<file path="src/hw/rtl/rlse_pkg.sv">
`default_nettype none

package rlse_pkg;

  // Number of goods types that a produce accepts; higher codes change nothing.
  localparam int unsigned NumTypes = 3;

  // Operation selector of an input item.
  typedef enum logic [1:0] {
    FUNC_PRODUCE = 2'd0,
    FUNC_CONSUME = 2'd1,
    FUNC_LIST    = 2'd2
  } func_e;

  // What every cell of the chain does at a clock edge.
  typedef enum logic [2:0] {
    CELL_HOLD,
    CELL_LOAD,
    CELL_PUSH,
    CELL_POP,
    CELL_ROTATE
  } cell_op_e;

  // Sequencer states of the top level.
  typedef enum logic [1:0] {
    ST_IDLE,
    ST_CONSUME,
    ST_LIST,
    ST_REPORT
  } state_e;

  // One run held by a cell.
  typedef struct packed {
    logic [1:0]  run_type;
    logic [31:0] run_quantity;
  } run_t;

  // Control broadcast to every cell.
  typedef struct packed {
    cell_op_e op;
  } cell_ctrl_t;

  // Input item.
  typedef struct packed {
    logic [1:0]  func;
    logic [1:0]  goods_kind;
    logic [15:0] amount;
  } in_item_t;

  // Result item.
  typedef struct packed {
    logic [1:0]  entry_type;
    logic [31:0] entry_quantity;
    logic [4:0]  depth_now;
    logic        is_empty;
    logic        shortfall;
    logic        push_dropped;
    logic        last;
  } out_item_t;

endpackage

`default_nettype wire

</file>
<file path="src/hw/rtl/rlse_cell.sv">
`default_nettype none

// One place of the stack. Cell 0 always holds the top run.
module rlse_cell #(
  parameter int unsigned Idx  = 0,
  parameter int unsigned CntW = 5
) (
  input  wire logic                    clk_i,
  input  wire rlse_pkg::cell_ctrl_t    ctrl_i,
  input  wire logic [CntW-1:0]         count_i,
  input  wire rlse_pkg::run_t          from_above_i,
  input  wire rlse_pkg::run_t          from_below_i,
  input  wire rlse_pkg::run_t          from_top_i,
  output rlse_pkg::run_t               run_o
);
  import rlse_pkg::*;

  // During a rotation the lowest occupied cell takes the old top run.
  localparam logic [CntW-1:0] WrapCnt = CntW'(Idx + 1);

  run_t run_q;
  run_t run_d;

  // Next content from the neighbors.
  always_comb begin
    run_d = run_q;
    unique case (ctrl_i.op)
      CELL_HOLD: begin
        run_d = run_q;
      end
      CELL_LOAD: begin
        if (Idx == 0) begin
          run_d = from_above_i;
        end
      end
      CELL_PUSH: begin
        run_d = from_above_i;
      end
      CELL_POP: begin
        run_d = from_below_i;
      end
      CELL_ROTATE: begin
        if (count_i == WrapCnt) begin
          run_d = from_top_i;
        end else begin
          run_d = from_below_i;
        end
      end
      default: begin
        run_d = run_q;
      end
    endcase
  end

  // Payload storage, no reset needed.
  always_ff @(posedge clk_i) begin
    run_q <= run_d;
  end

  assign run_o = run_q;

endmodule

`default_nettype wire

</file>
<file path="src/hw/rtl/run_length_stack_engine_top.sv">
`default_nettype none

// Channel  | Direction | Handshake            | Payload
// input    | in        | in_valid_i/in_ready_o   | in_data_i  (rlse_pkg::in_item_t)
// result   | out       | out_valid_o/out_ready_i | out_data_o (rlse_pkg::out_item_t)
//
// A produce or a zero consume updates the top cell when it is taken, then reports.
// A nonzero consume visits the runs at the top cell in the consume state, popping each one
// it uses up, and when it runs out of runs with units still owed it notes a shortfall.
// A list reports N runs one run per cycle while the result is free, rotating the cell chain;
// a list of an empty stack gives a single empty report.
// After reset the stack is empty; runs are only read below the entry count.
// A stalled result holds the sequencer; a new item is taken only in the idle state.
module run_length_stack_engine_top #(
  parameter int unsigned STACK_DEPTH = 16
) (
  input  wire logic                 clk_i,
  input  wire logic                 rst_ni,
  input  wire logic                 in_valid_i,
  output logic                      in_ready_o,
  input  wire rlse_pkg::in_item_t   in_data_i,
  output logic                      out_valid_o,
  input  wire logic                 out_ready_i,
  output rlse_pkg::out_item_t       out_data_o
);
  import rlse_pkg::*;

  localparam int unsigned CntW = $clog2(STACK_DEPTH + 1);
  localparam logic [CntW-1:0] FullCnt = CntW'(STACK_DEPTH);
  localparam logic [CntW-1:0] OneCnt  = CntW'(1);
  localparam logic [7:0]      TypeLim = 8'(NumTypes);

  state_e          state_q, state_d;
  logic [CntW-1:0] count_q, count_d;
  logic [CntW-1:0] left_q, left_d;
  logic [15:0]     rem_q, rem_d;
  logic            short_q, short_d;
  logic            drop_q, drop_d;
  logic            out_valid_q;
  out_item_t       out_q, out_d;
  logic            out_load;

  cell_ctrl_t      ctrl;
  run_t            new_run;
  run_t            cell_run [STACK_DEPTH];
  run_t            top;

  logic            nonempty;
  logic            full;
  logic            out_free;
  logic            accept;
  logic            type_ok;
  logic [32:0]     sum;
  logic [CntW+4:0] depth_ext;

  // Chain of cells, cell 0 at the top.
  for (genvar i = 0; i < STACK_DEPTH; i++) begin : g_cell
    run_t above;
    run_t below;
    if (i == 0) begin : g_first
      assign above = new_run;
    end else begin : g_mid
      assign above = cell_run[i-1];
    end
    if (i == STACK_DEPTH - 1) begin : g_last
      assign below = '0;
    end else begin : g_inner
      assign below = cell_run[i+1];
    end
    rlse_cell #(
      .Idx  (i),
      .CntW (CntW)
    ) u_cell (
      .clk_i        (clk_i),
      .ctrl_i       (ctrl),
      .count_i      (count_q),
      .from_above_i (above),
      .from_below_i (below),
      .from_top_i   (cell_run[0]),
      .run_o        (cell_run[i])
    );
  end

  assign top       = cell_run[0];
  assign nonempty  = count_q != '0;
  assign full      = count_q == FullCnt;
  assign out_free  = !out_valid_q || out_ready_i;
  assign in_ready_o = state_q == ST_IDLE;
  assign accept    = in_valid_i && in_ready_o;
  assign type_ok   = {6'd0, in_data_i.goods_kind} < TypeLim;
  assign sum       = {1'b0, top.run_quantity} + 33'(in_data_i.amount);
  assign depth_ext = {5'd0, count_q};

  // Sequencer: next state, cell control and result assembly.
  always_comb begin
    state_d  = state_q;
    count_d  = count_q;
    left_d   = left_q;
    rem_d    = rem_q;
    short_d  = short_q;
    drop_d   = drop_q;
    ctrl.op  = CELL_HOLD;
    new_run  = top;
    out_load = 1'b0;
    out_d    = out_q;

    unique case (state_q)
      ST_IDLE: begin
        if (accept) begin
          short_d = 1'b0;
          drop_d  = 1'b0;
          unique case (in_data_i.func)
            FUNC_PRODUCE: begin
              state_d = ST_REPORT;
              if (type_ok) begin
                if (nonempty && top.run_type == in_data_i.goods_kind) begin
                  // Merge into the top run, saturating.
                  new_run.run_quantity = sum[32] ? '1 : sum[31:0];
                  ctrl.op = CELL_LOAD;
                end else if (!full) begin
                  new_run.run_type     = in_data_i.goods_kind;
                  new_run.run_quantity = 32'(in_data_i.amount);
                  ctrl.op = CELL_PUSH;
                  count_d = count_q + OneCnt;
                end else begin
                  drop_d = 1'b1;
                end
              end
            end
            FUNC_CONSUME: begin
              if (in_data_i.amount == '0) begin
                // A zero consume only removes an emptied top run.
                state_d = ST_REPORT;
                if (nonempty && top.run_quantity == '0) begin
                  ctrl.op = CELL_POP;
                  count_d = count_q - OneCnt;
                end
              end else begin
                rem_d   = in_data_i.amount;
                state_d = ST_CONSUME;
              end
            end
            FUNC_LIST: begin
              if (nonempty) begin
                left_d  = count_q;
                state_d = ST_LIST;
              end else begin
                state_d = ST_REPORT;
              end
            end
            default: begin
              state_d = ST_IDLE;
            end
          endcase
        end
      end

      ST_CONSUME: begin
        // Take units from the top run; pop it when it is used up, note a shortfall when none is left.
        if (!nonempty) begin
          short_d = 1'b1;
          state_d = ST_REPORT;
        end else if (top.run_quantity > {16'd0, rem_q}) begin
          new_run.run_quantity = top.run_quantity - 32'(rem_q);
          ctrl.op = CELL_LOAD;
          state_d = ST_REPORT;
        end else begin
          rem_d   = rem_q - top.run_quantity[15:0];
          ctrl.op = CELL_POP;
          count_d = count_q - OneCnt;
          if (rem_q == top.run_quantity[15:0]) begin
            state_d = ST_REPORT;
          end
        end
      end

      ST_LIST: begin
        // Report the top run, then rotate the occupied cells by one.
        if (out_free) begin
          out_load             = 1'b1;
          out_d.entry_type     = top.run_type;
          out_d.entry_quantity = top.run_quantity;
          out_d.depth_now      = depth_ext[4:0];
          out_d.is_empty       = 1'b0;
          out_d.shortfall      = 1'b0;
          out_d.push_dropped   = 1'b0;
          out_d.last           = left_q == OneCnt;
          ctrl.op              = CELL_ROTATE;
          left_d               = left_q - OneCnt;
          if (left_q == OneCnt) begin
            state_d = ST_IDLE;
          end
        end
      end

      ST_REPORT: begin
        // Single result showing the top run after the step, or an empty report when no run is held.
        if (out_free) begin
          out_load             = 1'b1;
          out_d.entry_type     = nonempty ? top.run_type : '0;
          out_d.entry_quantity = nonempty ? top.run_quantity : '0;
          out_d.depth_now      = depth_ext[4:0];
          out_d.is_empty       = !nonempty;
          out_d.shortfall      = short_q;
          out_d.push_dropped   = drop_q;
          out_d.last           = 1'b1;
          state_d              = ST_IDLE;
        end
      end

      default: begin
        state_d = ST_IDLE;
      end
    endcase
  end

  // Control registers.
  always_ff @(posedge clk_i or negedge rst_ni) begin
    if (!rst_ni) begin
      state_q     <= ST_IDLE;
      count_q     <= '0;
      out_valid_q <= 1'b0;
    end else begin
      state_q <= state_d;
      count_q <= count_d;
      if (out_load) begin
        out_valid_q <= 1'b1;
      end else if (out_ready_i) begin
        out_valid_q <= 1'b0;
      end
    end
  end

  // Working and result payload registers.
  always_ff @(posedge clk_i) begin
    left_q  <= left_d;
    rem_q   <= rem_d;
    short_q <= short_d;
    drop_q  <= drop_d;
    out_q   <= out_d;
  end

  assign out_valid_o = out_valid_q;
  assign out_data_o  = out_q;

endmodule

`default_nettype wire

</file>
<file path="config.mk">
export PLATFORM = sky130hd
export DESIGN_NAME = run_length_stack_engine_top
export DESIGN_NICKNAME = d
export VERILOG_FILES = /design/src/hw/rtl/rlse_pkg.sv /design/src/hw/rtl/rlse_cell.sv /design/src/hw/rtl/run_length_stack_engine_top.sv
export SDC_FILE = /design/constraint.sdc
export NUM_CORES = 2
export LEC_CHECK = 0
export BUFFER_PORTS_ARGS = -buffer_cell sky130_fd_sc_hd__buf_4
export CELL_PAD_IN_SITES_DETAIL_PLACEMENT = 1
export CELL_PAD_IN_SITES_GLOBAL_PLACEMENT = 1
export CORE_MARGIN = 1
export CORE_UTILIZATION = 45
export CTS_CLUSTER_SIZE = 28
export DETAILED_ROUTE_END_ITERATION = 12
export GPL_TIMING_DRIVEN = 1
export PLACE_DENSITY = 0.83
export SLEW_MARGIN = 20
export SYNTH_ARGS = -nofsm -noshare
export SYNTH_HDL_FRONTEND = slang
export SYNTH_SLANG_ARGS = --single-unit
</file>
<file path="constraint.sdc">
create_clock -name clk_i -period 13.35 [get_ports clk_i]
set_input_delay 2.67 -clock clk_i [delete_from_list [all_inputs] [get_ports clk_i]]
set_output_delay 2.67 -clock clk_i [all_outputs]
set_load 0.005 [all_outputs]
</file>
### Word-level counts from Yosys, hierarchy flattened

Cells that the tools add are included.

* $add $sub $neg: 6
* $lt $le $gt $ge: 2
* eq/ne operators: 60
* multiplexer cells: 99
* bitwise operators: 2
* reduce and logical (&&, ||, !) cells: 29

Operators by type and width (number)
* case mux 34 bit (3 select lines): 16
* 2-to-1 mux 34 bit: 20
* 2-to-1 mux 32 bit: 5
* 2-to-1 mux 43 bit: 2
* case mux 43 bit (2 select lines): 1
* 2-to-1 mux 16 bit: 5
* case mux 32 bit (2 select lines): 1
* 2-to-1 mux 5 bit: 12
* == test 5 x 4 -> 1 bit (second input constant): 8
* 2-to-1 mux 2 bit: 19
* adder 32 x 16 -> 33 bit: 1
* greater-than comparator 32 x 16 -> 1 bit: 1
* zero test 32 bit: 1
* case mux 16 bit (2 select lines): 1
* subtractor 32 x 16 -> 32 bit: 1
* case mux 5 bit (2 select lines): 3
* inequality test 3 bit (second input constant): 7
* == test 5 x 3 -> 1 bit (second input constant): 4
* inequality test 2 bit (second input constant): 10
* == test 16 bit: 1
* zero test 16 bit: 1
* inequality test 2 x 1 -> 1 bit (second input constant): 8
* subtractor 16 bit: 1
* == test 5 x 1 -> 1 bit (second input constant): 2
* 39 further kinds: 67

* register bits: 618
* output and inout port bits: 45
* word-level logic and storage cells: 244

### Logic depth before layout (Yosys ltp)

* depth after elaboration: 11
* gate-level depth with buffers: 17
* depth with buffers taken out: 11

### Cells and area by module

A second synthesis with hierarchy kept.

* cell total of the unflattened synthesis: 2879
* area, all modules: 35878.2 um^2

By module, submodules not included
* rlse_cell (g_cell[11].u_cell ...): times used 6, cells an instance 124, area each 1790.5 um^2, sequential area each 1021.0 um^2
* run_length_stack_engine_top: times used 1, cells an instance 895, area each 7313.3 um^2, sequential area each 2182.1 um^2
* rlse_cell (g_cell[10].u_cell ...): times used 4, cells an instance 124, area each 1774.2 um^2, sequential area each 1021.0 um^2
* rlse_cell (g_cell[1].u_cell ...): times used 3, cells an instance 124, area each 1786.7 um^2, sequential area each 1021.0 um^2
* rlse_cell (g_cell[0].u_cell): times used 1, cells an instance 123, area each 1799.2 um^2, sequential area each 1021.0 um^2
* rlse_cell (g_cell[15].u_cell): times used 1, cells an instance 125, area each 1788.0 um^2, sequential area each 1021.0 um^2
* rlse_cell (g_cell[14].u_cell): times used 1, cells an instance 124, area each 1778.0 um^2, sequential area each 1021.0 um^2

### Worst setup path before layout

No wires, ideal clock.

* kind: input to register
* start point: in in_data_i[16] (netlist name)
* end point: reg g_cell[10].u_cell.run_q, in the netlist g_cell[10].u_cell.run_o[0] (enable)
* library setup time: 3.659 ns
* arrival: 11.773 ns
* slack: -2.083 ns
* stages on the path: 7
* path buffers: 1
* path through: xor2_1 > nor2_1 > nand2_1 > nand4_1 > and3_1 > clkbuf_1 > nand2_1

* word-level cells in the longest chain between the ends: 9

RTL lines
* start: declaration: line run_length_stack_engine_top.sv:21 `input wire rlse_pkg::in_item_t in_data_i,`
* == test 2 bit: line run_length_stack_engine_top.sv:116 `if (nonempty && top.run_type == in_data_i.goods_kind) begin`
* logical AND 1 bit: line run_length_stack_engine_top.sv:116
* 2-to-1 mux 2 bit: line run_length_stack_engine_top.sv:116
* 2-to-1 mux 2 bit *: line run_length_stack_engine_top.sv:115 `if (type_ok) begin`
* case mux 2 bit (2 select lines) *: line run_length_stack_engine_top.sv:112 `unique case (in_data_i.func)`
* 2-to-1 mux 2 bit *: line run_length_stack_engine_top.sv:109 `if (accept) begin`
* case mux 3 bit (3 select lines) *: line run_length_stack_engine_top.sv:107 `unique case (state_q)`
* == test 3 x 2 -> 1 bit / == test 3 bit (equally long branches): line rlse_cell.sv:27 `unique case (ctrl_i.op)`
* nonzero test 3 bit (no line) *
* end signal: assignment: line rlse_cell.sv:57 `run_q <= run_d;`
* end: declaration: line rlse_cell.sv:21 `run_t run_q;`

Every way passes the cells marked *; elsewhere a longest branch is shown, timed or not.
A chain may end at the register's enable or synchronous reset.

==> results.py <==
metrics = {
    "floorplan": {
        "die_w_um": 272,
        "die-area_sq_mm": 0.0742,
        "ios": 69,
        "rows": 98,
        "start_util_pct": 45.8,
        "die_h_um": 272,
        "core_sq_mm": 0.0719,
    },
    "layout": {
        "area_growth_syn_to_layout_pct": 9.81,
        "fin_util_pct": 50.3,
        "stdcell_count": 3603,
        "nets": 2683,
        "fin_area_sq_mm": 0.0361,
        "final_common_cell": "edfxtp_1",
        "antenna_cells": 0,
        "fill_cells": 7362,
        "final_layout_size_suffix_gt1_share_pct": 11.6,
        "most-common-layout-cells": "edfxtp_1, a22o_1, a21o_1, nor3_1, a221o_1",
    },
    "routing": {
        "dr.pass1.iters": 5,
        "detail_route.vias_per_cell": 6.97,
        "top_layer_used": "met4",
        "drt_iter0_drc": 3120,
        "ant_nets": 0,
        "wl_met3_um": 7780,
        "post_drt_wl_per_cell_um": 29.7,
        "wl_met2_um": 52800,
        "totalWireLength_um": 107000,
        "drt-met1-wl_um": 42100,
        "route.detailed.drc": 0,
        "via_count": 25100,
    },
    "global_route": {
        "grt_pass1_wl_um": 162000,
        "grt_max_degree": 201,
        "grt_pass1_vias": 25900,
        "grt_remaining_overflow": 0,
        "antenna_found_initial": 1,
        "grt_util_all_layers_pct": 28.4,
    },
    "synth": {
        "yosys_warnings": 0,
        "post-synth-top-area-cell": "edfxtp_1",
        "synth_cells": 2686,
        "synth_area_sq_mm": 0.0329,
        "synth_fp_nets": 2768,
        "synth-edff-count": 610,
        "synthFlopType": "edfxtp_1",
        "ys_types": 76,
        "synth_top_area_share_pct": 55.7,
        "seq_area_frac_synth_pct": 56.3,
        "async_reset_ff_share_pct": 1.29,
        "synth_area_leaders": "edfxtp_1, a22o_1, a21o_1",
        "syn_area_per_cell_sq_um": 12.2,
        "ys_seq_elements": 618,
    },
    "setup_path": {
        "worstSetupPathType": "register to register",
        "start_kind": "register",
        "crit_fanout": 95,
        "cp.required_ps": 13730,
        "critPathArrivalTime_ps": 6960,
        "endpoint_kind": "register",
        "slowest_delay_ps": 910,
        "crit_chain": "inv_1 > ha_1 > fa_1 > nand2b_1 > a21oi_1 > nor4_1 > o21a_1 > o31ai_4 > a21o_4 > buf_4 > o21ai_0 > o22a_1",
        "cp_slowest_cell": "a21o_4",
    },
    "sta": {
        "finalCritPeriodShare_pct": 49.3,
        "timing.slew.headroom_pct": 16.4,
        "hold_ws_ps": 523,
        "tns_ps": 0,
        "maxSlewViolCount": 0,
        "max_freq_ghz": 0.152,
        "worst_pin_slew_ps": 1250,
        "setup_slack_ps": 6770,
        "rsz0062_at_grt": "no",
        "setup_viol_count_final": 0,
        "finalCriticalPeriod_ps": 6580,
        "skew_ps": 28.8,
        "hold_violations": 0,
    },
    "run": {
        "maxCapViolCount": 0,
    },
    "placement": {
        "portBuffers": 68,
        "globalplace.congestion": 0.927,
        "place_area_sq_mm": 0.0339,
        "dp_slack_ps": 6560,
        "dp_hpwl_um": 64900,
        "numPlacedInstances": 3481,
    },
    "cts": {
        "clock_latency_ps": 640,
        "ctsResizeCount": 0,
        "htree_levels": 3,
        "cts_max_path_buffers": 3,
        "cts-root-buf": "clkbuf_16",
        "cts_tree": "yes",
        "cts_inserted_buffers": 68,
        "cts.sinks": 618,
        "hold_buffers": 0,
        "cts_setup_buffers": 0,
        "path_clk_slew_ps": 60,
    },
    "power_and_ir_drop": {
        "power_mw": 10.7,
        "powerDensity_mw_per_mm2": 296,
        "p_leak_nw": 13.5,
        "vdd_drop_max_mv": 0.224,
    },
    "hold_path": {
        "hold_class": "register to register",
    },
    "run_status": {
        "status": "finished clean",
    },
}
==> report_power, final <==
part,internal [mW],switching (mW)
logic,1.74,2.81
clock network,1.10,0.832
registers,3.47,0.741
total,6.31,4.38
==> worst max-delay path: cells and delay by family (launching register included) <==
family          cells  cell delay [ps]
compound gates      6             2740
buf+inv             2             1510
fa+ha+maj           2              850
flops               1              760
simple gates        2              390
==> final cells by class <==
| cell class | count | area [sq um] | area share (%) |
|---|---|---|---|
| Clock inverter | 39 | 453 | 1.25 |
| Sequential cell | 618 | 18500 | 51.3 |
| Inverter | 59 | 221 | 0.613 |
| Clock buffer | 83 | 1780 | 4.93 |
| Tap cell | 950 | 1190 | 3.29 |
| Multi-Input combinational cell | 1732 | 13000 | 36.0 |
| Timing Repair Buffer | 122 | 948 | 2.63 |
==> cells by family (layout without fill, tap and decap cells) <==
logic type	after synthesis	count (layout)	share of synthesized area, %
AO/OA/AOI/OAI	1011	1011	24.9
multiplexers	44	44	1.82
AND/OR/NAND/NOR	557	557	8.37
XOR/XNOR	62	62	1.65
adder cells (fa/ha/maj)	58	58	2.28
flip-flops	618	618	56.3
buffers and inverters	336	303	4.71
==> synthesized netlist by cell type, types with 5 or more instances <==
| master | number |
|---|---|
| nand4_1 | 15 |
| nor2b_1 | 16 |
| xor2_1 | 28 |
| edfxtp_1 | 610 |
| and3_1 | 15 |
| mux2_4 | 30 |
| a21o_1 | 273 |
| nor3_1 | 204 |
| and2_1 | 7 |
| mux2i_1 | 7 |
| o21ai_0 | 65 |
| nand3_1 | 26 |
| o31ai_1 | 6 |
| o21ai_2 | 7 |
| nor3b_1 | 5 |
| o211ai_1 | 14 |
| inv_1 | 58 |
| o21a_1 | 10 |
| or3_1 | 7 |
| nor2_1 | 100 |
| mux2_2 | 7 |
| buf_2 | 69 |
| a22o_1 | 295 |
| dfrtp_1 | 8 |
| buf_6 | 23 |
| nand2b_1 | 18 |
| o21ai_4 | 6 |
| ha_1 | 55 |
| a211oi_1 | 15 |
| a21oi_1 | 69 |
| xnor2_1 | 34 |
| nor4_1 | 17 |
| nand2_1 | 104 |
| a221o_1 | 184 |
| a31oi_1 | 21 |
| clkbuf_1 | 178 |
==> registers in the layout, indices dropped and copies added, names as in the netlist <==
name                 count
short_q                  1
drop_q                   1
count_q                  5
g_cell.u_cell.run_o    544
out_data_o              43
out_valid_o              1
state_q                  2
rem_q                   16
left_q                   5
==> routing by layer <==
metal,track usage (%),vias to the layer above
li1,-,10500
met1,36.8,13000
met2,48.0,1343
met3,3.36,272
met4,12.2,0
met5,0,-
==> final timing paths <==
kind                                             start                           to  slack (ps)  depth (start not counted)
setup / recovery             g_cell[0].u_cell.run_o[0]    g_cell[0].u_cell.run_o[1]        6770                         12
hold / removal             g_cell[15].u_cell.run_o[26]  g_cell[14].u_cell.run_o[26]         520                          1
setup reg to reg             g_cell[0].u_cell.run_o[0]    g_cell[0].u_cell.run_o[1]        6770                         12
hold reg to reg            g_cell[15].u_cell.run_o[26]  g_cell[14].u_cell.run_o[26]         520                          1
max in group asynchronous                       rst_ni                   count_q[3]       11350                          1
min in group asynchronous                       rst_ni                   count_q[4]        1860                          1
No activity file was read; power rests on OpenSTA's default activity.
